File: config.mk
export PLATFORM = sky130hd
export DESIGN_NAME = mmtb_queue
export DESIGN_NICKNAME = d
export VERILOG_FILES = /design/src/rtl/mmtb_pkg.sv /design/src/rtl/mmtb_queue.sv
export SDC_FILE = /design/constraint.sdc
export NUM_CORES = 1
export LEC_CHECK = 0
export BUFFER_PORTS_ARGS = -buffer_cell sky130_fd_sc_hd__buf_2
export CORE_MARGIN = 2
export CORE_UTILIZATION = 60
export DETAILED_ROUTE_END_ITERATION = 16
export PLACE_DENSITY_LB_ADDON = 0.25
export SLEW_MARGIN = 20
export SYNTH_ARGS = -nofsm -noshare
export SYNTH_HDL_FRONTEND = slang
export SYNTH_SLANG_ARGS = --single-unit
File: constraint.sdc
create_clock -name clk -period 5.9 [get_ports clk]
set_input_delay 1.77 -clock clk [delete_from_list [all_inputs] [get_ports clk]]
set_output_delay 1.77 -clock clk [all_outputs]
set_load 0.02 [all_outputs]
File: src/rtl/mmtb_pkg.sv
package mmtb_pkg;

  localparam int ROWS_W   = 11;
  localparam int INNER_W  = 12;
  localparam int COLS_W   = 11;
  localparam int CFG_W    = 12;
  localparam int POS_W    = 11;
  localparam int BPOS_W   = 10;
  localparam int APOS_W   = 10;
  localparam int ELEM_W   = 16;
  localparam int PROD_W   = 32;
  localparam int ACC_W    = 44;
  localparam int DOT_W    = 43;
  localparam int INDEX_W  = 20;
  localparam int MAX_ROWS = 1024;
  localparam int MAX_COLS = 1024;
  localparam int MAX_INNER = 2048;

  typedef enum logic [1:0] {
    REG_ROWS_A    = 2'd0,
    REG_INNER_DIM = 2'd1,
    REG_COLS_B    = 2'd2
  } reg_index_t;

  // One classified word on its way from the front end to the datapath.
  typedef struct packed {
    logic                 load;      // A row element: store it
    logic                 row_done;  // last element of its row
    logic                 last;      // final result of the job
    logic [INDEX_W-1:0]   index;
    logic [ELEM_W-1:0]    value;
  } op_t;

endpackage

File: src/rtl/mmtb_queue.sv
module mmtb_queue #(
  parameter int ADDR_W = 11
) (
  input  logic               clk,
  input  logic               rst,
  input  logic               push,
  input  mmtb_pkg::op_t      push_op,
  input  logic [ADDR_W-1:0]  push_slot,
  output logic               full,
  input  logic               pop,
  output logic               avail,
  output mmtb_pkg::op_t      head_op,
  output logic [ADDR_W-1:0]  head_slot
);
  import mmtb_pkg::*;

  localparam int DEPTH = 4;
  localparam int PTR_W = 2;

  op_t               ops   [DEPTH];
  logic [ADDR_W-1:0] slots [DEPTH];
  logic [PTR_W-1:0]  wr_ptr;
  logic [PTR_W-1:0]  rd_ptr;
  logic [PTR_W:0]    count;

  assign full      = (count == (PTR_W+1)'(DEPTH));
  assign avail     = (count != '0);
  assign head_op   = ops[rd_ptr];
  assign head_slot = slots[rd_ptr];

  always_ff @(posedge clk) begin
    if (push) begin
      ops[wr_ptr]   <= push_op;
      slots[wr_ptr] <= push_slot;
    end
  end

  always_ff @(posedge clk) begin
    if (rst) begin
      wr_ptr <= '0;
      rd_ptr <= '0;
      count  <= '0;
    end else begin
      if (push) wr_ptr <= wr_ptr + PTR_W'(1);
      if (pop)  rd_ptr <= rd_ptr + PTR_W'(1);
      if (push && !pop) begin
        count <= count + (PTR_W+1)'(1);
      end else if (pop && !push) begin
        count <= count - (PTR_W+1)'(1);
      end
    end
  end

endmodule

## Word level (Yosys, flattened, before mapping)

Memories as Yosys holds them, arrays and structs flattened. A register that Yosys moved wholly into a read port is not among the register bits.
Index checks and enable logic that the tools add are counted.

| word-level totals | value |
|---|---|
| register bits | 7 |
| bits in latches | 0 |
| memory bits (writable) | 200 |
| bits in read-only memories | 0 |
| memories kept | 2 |

| cells by class | value |
|---|---|
| add/sub/neg operators | 4 |
| multiply operators | 0 |
| divide/modulo/power cells | 0 |
| $lt $le $gt $ge | 0 |
| equality and inequality tests | 1 |
| shift-type cells | 0 |
| muxes and demuxes | 8 |
| bitwise gates (word level) | 0 |
| reductions and logical operators | 6 |

Memories:

| memory | words | width | read ports | clocked after Yosys merged registers in | write ports | RTL line | text |
|---|---|---|---|---|---|---|---|
| ops | 4 | 39 | 1 | 1 | 1 | mmtb_queue.sv:20 | `op_t ops [DEPTH];` |
| slots | 4 | 11 | 1 | 1 | 1 | mmtb_queue.sv:21 | `logic [ADDR_W-1:0] slots [DEPTH];` |

Operators by type and width:

| operator | number |
|---|---|
| 2-bit 2-to-1 mux | 4 |
| 3-bit 2-to-1 mux | 2 |
| 2-bit by 1-bit adder with 2-bit output, second input constant | 2 |
| 3-bit by 1-bit adder with 3-bit output, second input constant | 1 |
| 3-bit equality test, second input constant | 1 |
| 3-bit nonzero test | 1 |
| 3-bit by 1-bit subtractor with 3-bit output, second input constant | 1 |
| 1-bit logical AND | 2 |
| 1-bit zero test | 2 |
| 1-bit 2-to-1 mux | 2 |
| 2-bit nonzero test | 1 |

## Longest topological paths before layout

| depth | value |
|---|---|
| depth in word-level cells | 4 |
| gate-level depth with buffers | 7 |

## Least setup slack after synthesis

OpenSTA, ideal clock, no wires.

| timing | value |
|---|---|
| kind | input to register |
| from | in push |
| to | mem ops[0][0] (netlist name), enable pin |
| setup time | 0.413 ns |
| arrival | 2.964 ns |
| data required time | 5.487 ns |
| setup slack | 2.523 ns |
| stages | 1 |
| path through | and2_1 |

| between the ends | value |
|---|---|
| cells in the longest elaborated chain, start to end | 2 |

Ends and longest elaborated chain:

| what | RTL line | text |
|---|---|---|
| start: declaration | mmtb_queue.sv:6 | `input logic push,` |
| 1-bit 2-to-1 mux | mmtb_queue.sv:32 | `if (push) begin` |
| 1-bit 2-to-1 mux (implied by the code) | mmtb_queue.sv:33 | `ops[wr_ptr] <= push_op;` |
| end: declaration | mmtb_queue.sv:20 |  |

Every way passes these cells.

==> results_dict.tcl <==
set metrics [dict create \
    vias 3428 \
    vias_per_cell 5.601 \
    die_area_um2 13760 \
    nets 486 \
    num_rows 41 \
    finalSetupViolations 0 \
    status "completed" \
    top_layer "met5" \
    antenna_found_initial 2 \
    hold_viol 0 \
    synth.avg_cell_area_um2 25.17 \
    hold_slack_ns 0.4948 \
    ys_async_sr_fraction_pct 0 \
    p_leak_nw 3.066 \
    fp.coreArea_um2 12570 \
    clock-sinks 209 \
    synth_seq_cells 209 \
    syn_to_final_growth_pct 16.70 \
    ys.flop_type "edfxtp_1" \
    vdd_drop_max_v 0.0002215 \
    synth_warnings 0 \
    h-tree-depth 1 \
    place_ws_ns 2.213 \
    dp_hpwl_um 7557 \
    utilization_pct 71.52 \
    fin_tns_setup_ns 0 \
    route.met3.wl_um 884 \
    fin_crit_sh_pct 70.06 \
    synth.top_cells.by_count "edfxtp_1, mux4_2, dfxtp_1, nor2_1" \
    synth_area_um2 7702 \
    crit_type "reg2out" \
    n_antenna_cell 0 \
    setup.worst_path.end_class "output port" \
    syn_inst 306 \
    grt_pass1_wl_um 20380 \
    drt_wl_total_um 12900 \
    first_global_vias 3671 \
    io_pins 106 \
    fill_cells 756 \
    maxCapViolCount 0 \
    insertion_delay_ns 0.48 \
    clk_pin_slew_ns 0.06 \
    slew_headroom_pct 37.38 \
    synth_area_leaders "edfxtp_1, mux4_2, dfxtp_1, buf_12, ha_1" \
    start_util_pct 61.28 \
    place_congestion 0.7078 \
    fmax_mhz 241.9 \
    drt_pass1_iterations 4 \
    finalClockSkew_ns 0.02480 \
    syn_nets 366 \
    grt_max_degree 51 \
    cts_root_buffer "clkbuf_16" \
    io_buffers 105 \
    drt_iter0_markers 327 \
    synth_edf_count 200 \
    synth_area_leader_cell "edfxtp_1" \
    powerDensity_nw_per_um2 364.9 \
    cts_made_buffers 20 \
    post-synth-top-area-fraction_pct 77.97 \
    wl_met1_um 5217 \
    rsz0062_at_grt "no" \
    cts_setup_buffers 0 \
    synthMostInstantiatedCell "edfxtp_1" \
    min-delay-path-class "reg2reg" \
    fin_crit_ns 4.133 \
    drive_above_1_share_pct 44.32 \
    ys_seq_area_share_pct 80.31 \
    grt_remaining_overflow 0 \
    avgRoutedWirePerCell_um 21.08 \
    ys_types 21 \
    hold_buffers 0 \
    worstMarginPinSlew_ns 0.9394 \
    post_cts_resized 0 \
    grt_use_total_pct 19.28 \
    final_antenna_net_count 0 \
    required_ns 4.13 \
    arrival_ns 2.36 \
    setup_slack_ns 1.767 \
    total_power_w 0.003280 \
    die_h_um 117.3 \
    clockBufferDepth 3 \
    cts_tree "done" \
    crit_fanout 31 \
    cp-start-kind "flop" \
    die_width_um 117.3 \
    dr_wl_met2_um 6522 \
    post-route-drc-count 0 \
    slew_violations 0 \
]
layout by cell type, fill, tap and decap left out, types with 2 or more instances in the layout:
cell type and instances:
edfxtp_1 200, buf_2 105, clkinv_2 4, clkbuf_16 21
clkbuf_1 7, or3_1 2, xor2_1 3, ha_1 5
inv_1 4, dfxtp_1 7, and2_2 4, xnor2_1 2
mux4_2 50, nor2_1 7, buf_4 5, mux2i_1 2
stage by stage:
stage	cells	area, µm²
3_5_place_dp	575	8347
4_1_cts	611	8969
3_3_place_gp	575	8347
2_1_floorplan	306	7702
5_1_grt	612	8989
6_report	612	8989
logic make-up (layout without fill, tap and decap cells):
| logic type | count (synthesis) | in the layout | synth area share (%) |
|---|---|---|---|
| xor+xnor | 5 | 5 | 0.5687 |
| fa+ha+maj | 6 | 6 | 1.072 |
| mux | 52 | 52 | 14.88 |
| compound gates | 2 | 2 | 0.1298 |
| buf+inv | 17 | 151 | 2.063 |
| flops | 209 | 209 | 80.31 |
| simple gates | 15 | 15 | 0.9746 |
power by group:
part | switching [W] | internal, W | total, W
Clock | 0.000504 | 0.000701 | 0.00120
Combinational | 0.000191 | 0.000145 | 0.000336
Sequential | 0.0000365 | 0.00170 | 0.00174
registers in the layout, summed over array words and instances, names as in the netlist, named ones only:
signal / cells
ops: 156
slots: 44
count: 3
rd_ptr: 2
wr_ptr: 2
routing by layer:
metal  global-route usage (%)  vias up
met5                        0        -
met2                    31.25      119
met3                    4.718       26
met1                    26.35     1756
li1                         -     1523
met4                    6.401        4
area by class of cell:
type	instances	area [µm²]	share of cell area (%)
flip-flops and latches	209	6191	68.88
multi-input cells	80	1363	15.16
inverters	4	15.01	0.1670
clock buffers	28	551.8	6.139
clock inverters	8	70.07	0.7795
repair buffers	111	583.1	6.487
well taps	172	215.2	2.394
final timing paths:
| kind | from | end | slack [ns] | cells after the start |
|---|---|---|---|---|
| max | flop | head_op[6] | 1.77 | 3 |
| min | count[2] | count[2] | 0.49 | 2 |
| min reg2reg | count[2] | count[2] | 0.49 | 2 |
| max reg2reg | wr_ptr[1] | ops[2][11] | 3.80 | 3 |
worst max-delay path, cell delays in order (launching register included):
cell,delay (ns)
dfxtp_2,0.89
buf_4,0.43
mux4_2,0.38
buf_2,0.18
Note: power is estimated with default switching activity, not from simulation.
