### src/rtl/mmtb_pkg.sv
package mmtb_pkg;

  localparam int ROWS_W   = 11;
  localparam int INNER_W  = 12;
  localparam int COLS_W   = 11;
  localparam int CFG_W    = 12;
  localparam int POS_W    = 11;
  localparam int BPOS_W   = 10;
  localparam int APOS_W   = 10;
  localparam int ELEM_W   = 16;
  localparam int PROD_W   = 32;
  localparam int ACC_W    = 44;
  localparam int DOT_W    = 43;
  localparam int INDEX_W  = 20;
  localparam int MAX_ROWS = 1024;
  localparam int MAX_COLS = 1024;
  localparam int MAX_INNER = 2048;

  typedef enum logic [1:0] {
    REG_ROWS_A    = 2'd0,
    REG_INNER_DIM = 2'd1,
    REG_COLS_B    = 2'd2
  } reg_index_t;

  // One classified word on its way from the front end to the datapath.
  typedef struct packed {
    logic                 load;      // A row element: store it
    logic                 row_done;  // last element of its row
    logic                 last;      // final result of the job
    logic [INDEX_W-1:0]   index;
    logic [ELEM_W-1:0]    value;
  } op_t;

endpackage

### src/rtl/mmtb_front.sv
module mmtb_front #(
  parameter int ROW_DEPTH = 2048,
  parameter int ADDR_W    = 11
) (
  input  logic                           clk,
  input  logic                           rst,
  input  logic [mmtb_pkg::ROWS_W-1:0]    rows_a,
  input  logic [mmtb_pkg::INNER_W-1:0]   inner_dim,
  input  logic [mmtb_pkg::COLS_W-1:0]    cols_b,
  input  logic                           accept,
  input  logic [mmtb_pkg::ELEM_W-1:0]    element_value,
  output mmtb_pkg::op_t                  op,
  output logic [ADDR_W-1:0]              slot
);
  import mmtb_pkg::*;

  localparam int INNER_CAP_I = (ROW_DEPTH < MAX_INNER) ? ROW_DEPTH : MAX_INNER;
  localparam logic [INNER_W-1:0] INNER_CAP = INNER_W'(INNER_CAP_I);
  localparam logic [ROWS_W-1:0]  ROWS_CAP  = ROWS_W'(MAX_ROWS);
  localparam logic [COLS_W-1:0]  COLS_CAP  = COLS_W'(MAX_COLS);

  logic [POS_W-1:0]   element_pos;
  logic               loading_a_row;
  logic [BPOS_W-1:0]  b_row_pos;
  logic [APOS_W-1:0]  a_row_pos;
  logic [INDEX_W-1:0] output_pos;

  logic [ROWS_W-1:0]  rows_e;
  logic [COLS_W-1:0]  cols_e;
  logic [INNER_W-1:0] inner_e;
  logic [INNER_W-1:0] pos_inc;
  logic [COLS_W-1:0]  b_inc;
  logic [ROWS_W-1:0]  a_inc;
  logic               row_done;
  logic               last_col;
  logic               last_row;

  // Zero counts as one, oversize saturates.
  always_comb begin
    rows_e  = (rows_a == '0) ? ROWS_W'(1) : ((rows_a > ROWS_CAP) ? ROWS_CAP : rows_a);
    cols_e  = (cols_b == '0) ? COLS_W'(1) : ((cols_b > COLS_CAP) ? COLS_CAP : cols_b);
    inner_e = (inner_dim == '0) ? INNER_W'(1)
            : ((inner_dim > INNER_CAP) ? INNER_CAP : inner_dim);
    pos_inc  = {1'b0, element_pos} + INNER_W'(1);
    b_inc    = {1'b0, b_row_pos} + COLS_W'(1);
    a_inc    = {1'b0, a_row_pos} + ROWS_W'(1);
    row_done = (pos_inc >= inner_e);
    last_col = (b_inc >= cols_e);
    last_row = (a_inc >= rows_e);
  end

  always_comb begin
    op.load     = loading_a_row;
    op.row_done = row_done;
    op.last     = last_col && last_row;
    op.index    = output_pos;
    op.value    = element_value;
    slot        = ADDR_W'(element_pos);
  end

  always_ff @(posedge clk) begin
    if (rst) begin
      element_pos   <= '0;
      loading_a_row <= 1'b1;
      b_row_pos     <= '0;
      a_row_pos     <= '0;
      output_pos    <= '0;
    end else if (accept) begin
      if (!row_done) begin
        element_pos <= pos_inc[POS_W-1:0];
      end else if (loading_a_row) begin
        element_pos   <= '0;
        loading_a_row <= 1'b0;
      end else begin
        element_pos <= '0;
        output_pos  <= output_pos + INDEX_W'(1);
        if (last_col) begin
          b_row_pos     <= '0;
          loading_a_row <= 1'b1;
          if (last_row) begin
            a_row_pos  <= '0;
            output_pos <= '0;
          end else begin
            a_row_pos <= a_inc[APOS_W-1:0];
          end
        end else begin
          b_row_pos <= b_inc[BPOS_W-1:0];
        end
      end
    end
  end

endmodule

### config.mk
export PLATFORM = sky130hd
export DESIGN_NAME = mmtb_front
export DESIGN_NICKNAME = d
export VERILOG_FILES = /design/src/rtl/mmtb_pkg.sv /design/src/rtl/mmtb_front.sv
export SDC_FILE = /design/constraint.sdc
export NUM_CORES = 1
export LEC_CHECK = 0
export BUFFER_PORTS_ARGS = -buffer_cell sky130_fd_sc_hd__buf_2
export CAP_MARGIN = 20
export CORE_MARGIN = 4
export CORE_UTILIZATION = 35
export DETAILED_ROUTE_END_ITERATION = 8
export GPL_TIMING_DRIVEN = 0
export PLACE_DENSITY = 0.54
export SLEW_MARGIN = 0
export SYNTH_ARGS = -nofsm -noshare
export SYNTH_HDL_FRONTEND = slang
export SYNTH_SLANG_ARGS = --single-unit
### constraint.sdc
create_clock -name clk -period 4.72 [get_ports clk]
set_clock_uncertainty 0.05 [all_clocks]
set_input_delay 0.708 -clock clk [delete_from_list [all_inputs] [get_ports clk]]
set_output_delay 0.708 -clock clk [all_outputs]
set_load 0.01 [all_outputs]
### After elaboration in Yosys (flattened, before gate mapping)

Index checks and enable logic that the tools add are counted.

* register bits after elaboration: 52
* input port bits: 53
* output and inout bits: 50
* logic and storage cells: 36

* add/sub/neg operators: 4
* $lt $le $gt $ge: 6
* mux-type cells: 13
* bitwise logic cells: 1
* reduce and logical (&&, ||, !) cells: 7

Operators with widths (number)
* 2-to-1 mux 11 bit: 5
* 2-to-1 mux 20 bit: 2
* 2-to-1 mux 12 bit: 2
* adder 10 x 1 -> 11 bit, second input constant: 2
* >= comparator 11 bit: 2
* > comparator 11 bit, second input constant: 2
* zero test 11 bit: 2
* adder 20 x 1 -> 20 bit, second input constant: 1
* 2-to-1 mux 10 bit: 2
* adder 11 x 1 -> 12 bit, second input constant: 1
* >= comparator 12 bit: 1
* > comparator 12 bit, second input constant: 1
* zero test 12 bit: 1
* AND reduction 4 bit: 1
* AND reduction 3 bit: 1
* 2-to-1 mux 1 bit: 2
* AND reduction 2 bit: 1
* logical AND 1 bit: 1
* inverter 1 bit: 1

### Longest topological paths before layout

* depth in word-level cells: 6
* mapped depth: 14

### Worst setup path after synthesis

OpenSTA, ideal clock, no wires.

* path type: flip-flop to output port
* start point: reg element_pos[0], in the netlist slot[0]
* end point: out op[37] (netlist bit)
* arrival time: 2.909 ns
* required time: 3.962 ns
* setup slack: 1.053 ns
* cell stages (with the launch flop): 14
* buffers on the path: 2
* cells stage by stage: dfxtp_1 > ha_1 > and3_1 > and3_1 > nand3_1 > xnor2_1 > ha_1 > a21oi_1 > a21boi_1 > or3_1 > a21oi_2 > inv_2 > buf_2 > buf_4

* cells in the longest elaborated chain, start to end: 2

Ends and longest elaborated chain
* from (decl): RTL line mmtb_front.sv:22 `logic [POS_W-1:0] element_pos;`
* from (signal assigned): RTL line mmtb_front.sv:70 `element_pos <= pos_inc[POS_W-1:0];`
* adder 11 x 1 -> 12 bit: RTL line mmtb_front.sv:44 `pos_inc = {1'b0, element_pos} + INNER_W'(1);`
* >= comparator 12 bit: RTL line mmtb_front.sv:47 `row_done = (pos_inc >= inner_e);`
* to (decl): RTL line mmtb_front.sv:12 `output mmtb_pkg::op_t op,`

No other way between the ends.

### Worst setup path after layout

Ends and elaborated chain as after synthesis.

==> results.toml <==
[outcome]
status = "finished clean"

[clock_tree]
post-cts-setup-buffers = 0
clock-sinks = 52
clk_pin_slew_ps = 70
ctsLongestPathBuffers = 2
cts_root_buf = "clkbuf_16"
numCtsBuffers = 5
htree_levels = 2
cts_tree = "yes"
clk_latency_ps = 290

[drt]
remaining_drc_errors = 0
drt-initial-drc-count = 215
vias = 4193
post_drt_wl_per_cell_um = 15.51
antenna_left = 0
drt-total-wl_mm = 11.70
dr.pass1.iters = 5
viasPerCell = 5.561

[synth]
synthArstFlopShare = 0
yosysSeqAreaShare = 0.2528
ys_types = 62
synth_fa_ha_area_frac = 0.1155
synth_top_family_by_area = "simple AND/OR/NAND/NOR gates"
synth_seq_cells = 52
synth_compound_area_frac = 0.2236
syn_inst = 517
synth_xor_area_frac = 0.05530
synth_edf_count = 0
avgSynthCellArea_um2 = 7.965
ys.flop_type = "dfxtp_1"
yosysWarnings = 0
synth-simple-area-share = 0.2759
synth_nets = 608
synthMuxAreaShare = 0.004862
syn_area_um2 = 4118

[floorplan]
start_util = 0.3591
pin_count = 103
core_um2 = 11470
die_w_um = 116.5
rows = 39
die_area_um2 = 13560
die_h_um = 116.5

[pwr]
vdd_ir_drop_max_uv = 133.5
power.density_nw_per_um2 = 191.6
finalPower_mw = 0.9361
power.leakage_nw = 2.169

[timing]
hold_viol = 0
relSlewSlack = 0.5108
finalSetupViolations = 0
worst_slack_ps = 322.7
finalCritPeriodShare = 0.9316
rsz0062_at_grt = "false"
finalCriticalPeriod_ps = 4397
fmax_mhz = 227.4
setup_tns_ps = 0
worst_pin_slew_ps = 727.1
maxSlewViolCount = 0

[worst_hold_path]
hold_class = "reg2reg"

[setup_path]
worstSetupPathType = "reg2out"
crit_path_cell_trace = "ha_1 > and3_1 > and3_1 > nand3_1 > xnor2_1 > ha_1 > a21oi_1 > a21boi_1 > or3_1 > a21oi_4 > inv_2 > buf_2 > buf_4 > buf_2"
slowest_stage = "or3_1"
cp-start-kind = "register"
slowest_delay_ps = 440
endpoint_kind = "output port"
critical_path_required_ps = 3960
path_max_fanout = 10
worstPathArrival_ps = 3640

[global_routing]
grt_pass1_wl_mm = 18.97
grt_max_degree = 16
antenna_found_initial = 0
grt.total_usage = 0.1714
grt_overflow = 0
grt_pass1_vias = 3975

[finish]
drive_gt1_frac = 0.2275
antenna_cells = 0
post-route-util = 0.4260
syn_to_final_growth_pct = 18.63
nets = 701

[run]
maxCapViolCount = 0

[place]
port_buffers = 86
place_congestion = 0.8315
place_worst_setup_slack_ps = 514.0
place_hpwl_mm = 8.951
kinds of logic (layout without fill, tap and decap cells):
family / count (synthesis) / count (layout)
compound gates: 127 / 127
xor+xnor: 26 / 26
fa+ha+maj: 38 / 38
mux: 2 / 2
flops: 52 / 52
simple gates: 217 / 217
buf+inv: 55 / 149
per-stage QoR:
stage	instance area (um^2)	hold slack, ps	cells
after floorplan	4118	411.2	517
after global placement	4727	434.9	746
after global routing	4885	483.3	754
after CTS	4876	463.5	754
final	4885	458.0	754
after detailed placement	4727	453.0	746
sequential cells by signal (all words and copies together), names as in the netlist:
signal / cells
output_pos: 20
slot: 11
b_row_pos: 10
loading_a_row: 1
a_row_pos: 10
cell usage after synthesis, drive strengths merged, types with 3 or more instances:
| master | number | area share |
|---|---|---|
| xor2 | 13 | 0.028 |
| o211ai | 5 | 0.010 |
| buf | 30 | 0.049 |
| a32oi | 6 | 0.013 |
| nand3 | 34 | 0.044 |
| o21ai | 24 | 0.029 |
| o41ai | 5 | 0.014 |
| a221o | 4 | 0.0097 |
| ha | 38 | 0.12 |
| nand2b | 3 | 0.0046 |
| or2 | 4 | 0.0067 |
| a2bb2oi | 4 | 0.0085 |
| nand2 | 64 | 0.059 |
| and3 | 15 | 0.023 |
| xnor2 | 13 | 0.028 |
| nor2 | 27 | 0.025 |
| clkbuf | 12 | 0.011 |
| inv | 10 | 0.0091 |
| nand4 | 15 | 0.023 |
| nor3b | 12 | 0.022 |
| dfxtp | 52 | 0.25 |
| a32o | 10 | 0.024 |
| o31ai | 10 | 0.019 |
| a21oi | 31 | 0.040 |
| a21o | 7 | 0.013 |
| nor2b | 5 | 0.0076 |
| a31oi | 8 | 0.012 |
| clkinv | 3 | 0.0027 |
| nor4 | 15 | 0.024 |
| or3 | 9 | 0.014 |
| nor3 | 8 | 0.012 |
layout make-up:
cell class | count | area [um^2]
fill | 1214 | 6583
multi-input combinational | 410 | 2788
sequential | 52 | 1042
timing repair buffer | 86 | 430.4
buffer | 42 | 247.7
tap | 143 | 178.9
clock buffer | 6 | 138.9
inverter | 13 | 48.80
clock inverter | 2 | 10.01
per-layer routing:
| metal | vias to the layer above | share of wire | track usage |
|---|---|---|---|
| met5 | - | 0 | 0 |
| met4 | 0 | 0.011 | 0.04254 |
| met3 | 11 | 0.053 | 0.02383 |
| met2 | 114 | 0.47 | 0.2864 |
| met1 | 1949 | 0.47 | 0.2335 |
| li1 | 2119 | - | - |
cell usage in the layout (no fill, tap or decap), types with 9 or more instances in the layout:
cell	instances
clkbuf_1	12
dfxtp_1	51
nand4_1	15
nor4_1	14
a21oi_1	29
xor2_1	13
ha_1	38
buf_2	92
nand2_1	63
a32o_1	10
buf_4	22
nand3_1	32
o31ai_1	9
xnor2_1	13
and3_1	15
inv_1	9
o21ai_0	22
or3_1	9
nor3b_1	12
nor2_1	27
power breakdown:
group	internal, mW	leakage (nW)	switching (mW)
clock	0.210	0.0766	0.165
sequential	0.440	0.419	0.00259
combinational	0.0485	1.67	0.0704
total	0.698	2.17	0.238
worst max-delay path, delay by kind of cell, from the launching register on:
kind | cells | cell delay, ps
compound gates | 3 | 480
xor+xnor | 1 | 220
fa+ha+maj | 2 | 580
buf+inv | 4 | 580
flops | 1 | 400
simple gates | 4 | 1090
what timing repair did:
item                                    CTS  global route
gates resized for setup                   0             2
hold buffers                              0             0
endpoints found under the setup margin    0             1
worst paths after layout:
kind / startpoint / endpoint / slack [ps] / cells after the start
max: slot[0] / op[37] / 320 / 14
max reg2reg: slot[0] / b_row_pos[5] / 1070 / 13
min reg2reg: a_row_pos[1] / a_row_pos[1] / 460 / 2
min: a_row_pos[1] / a_row_pos[1] / 460 / 2
No activity file was read; power rests on OpenSTA's default activity.
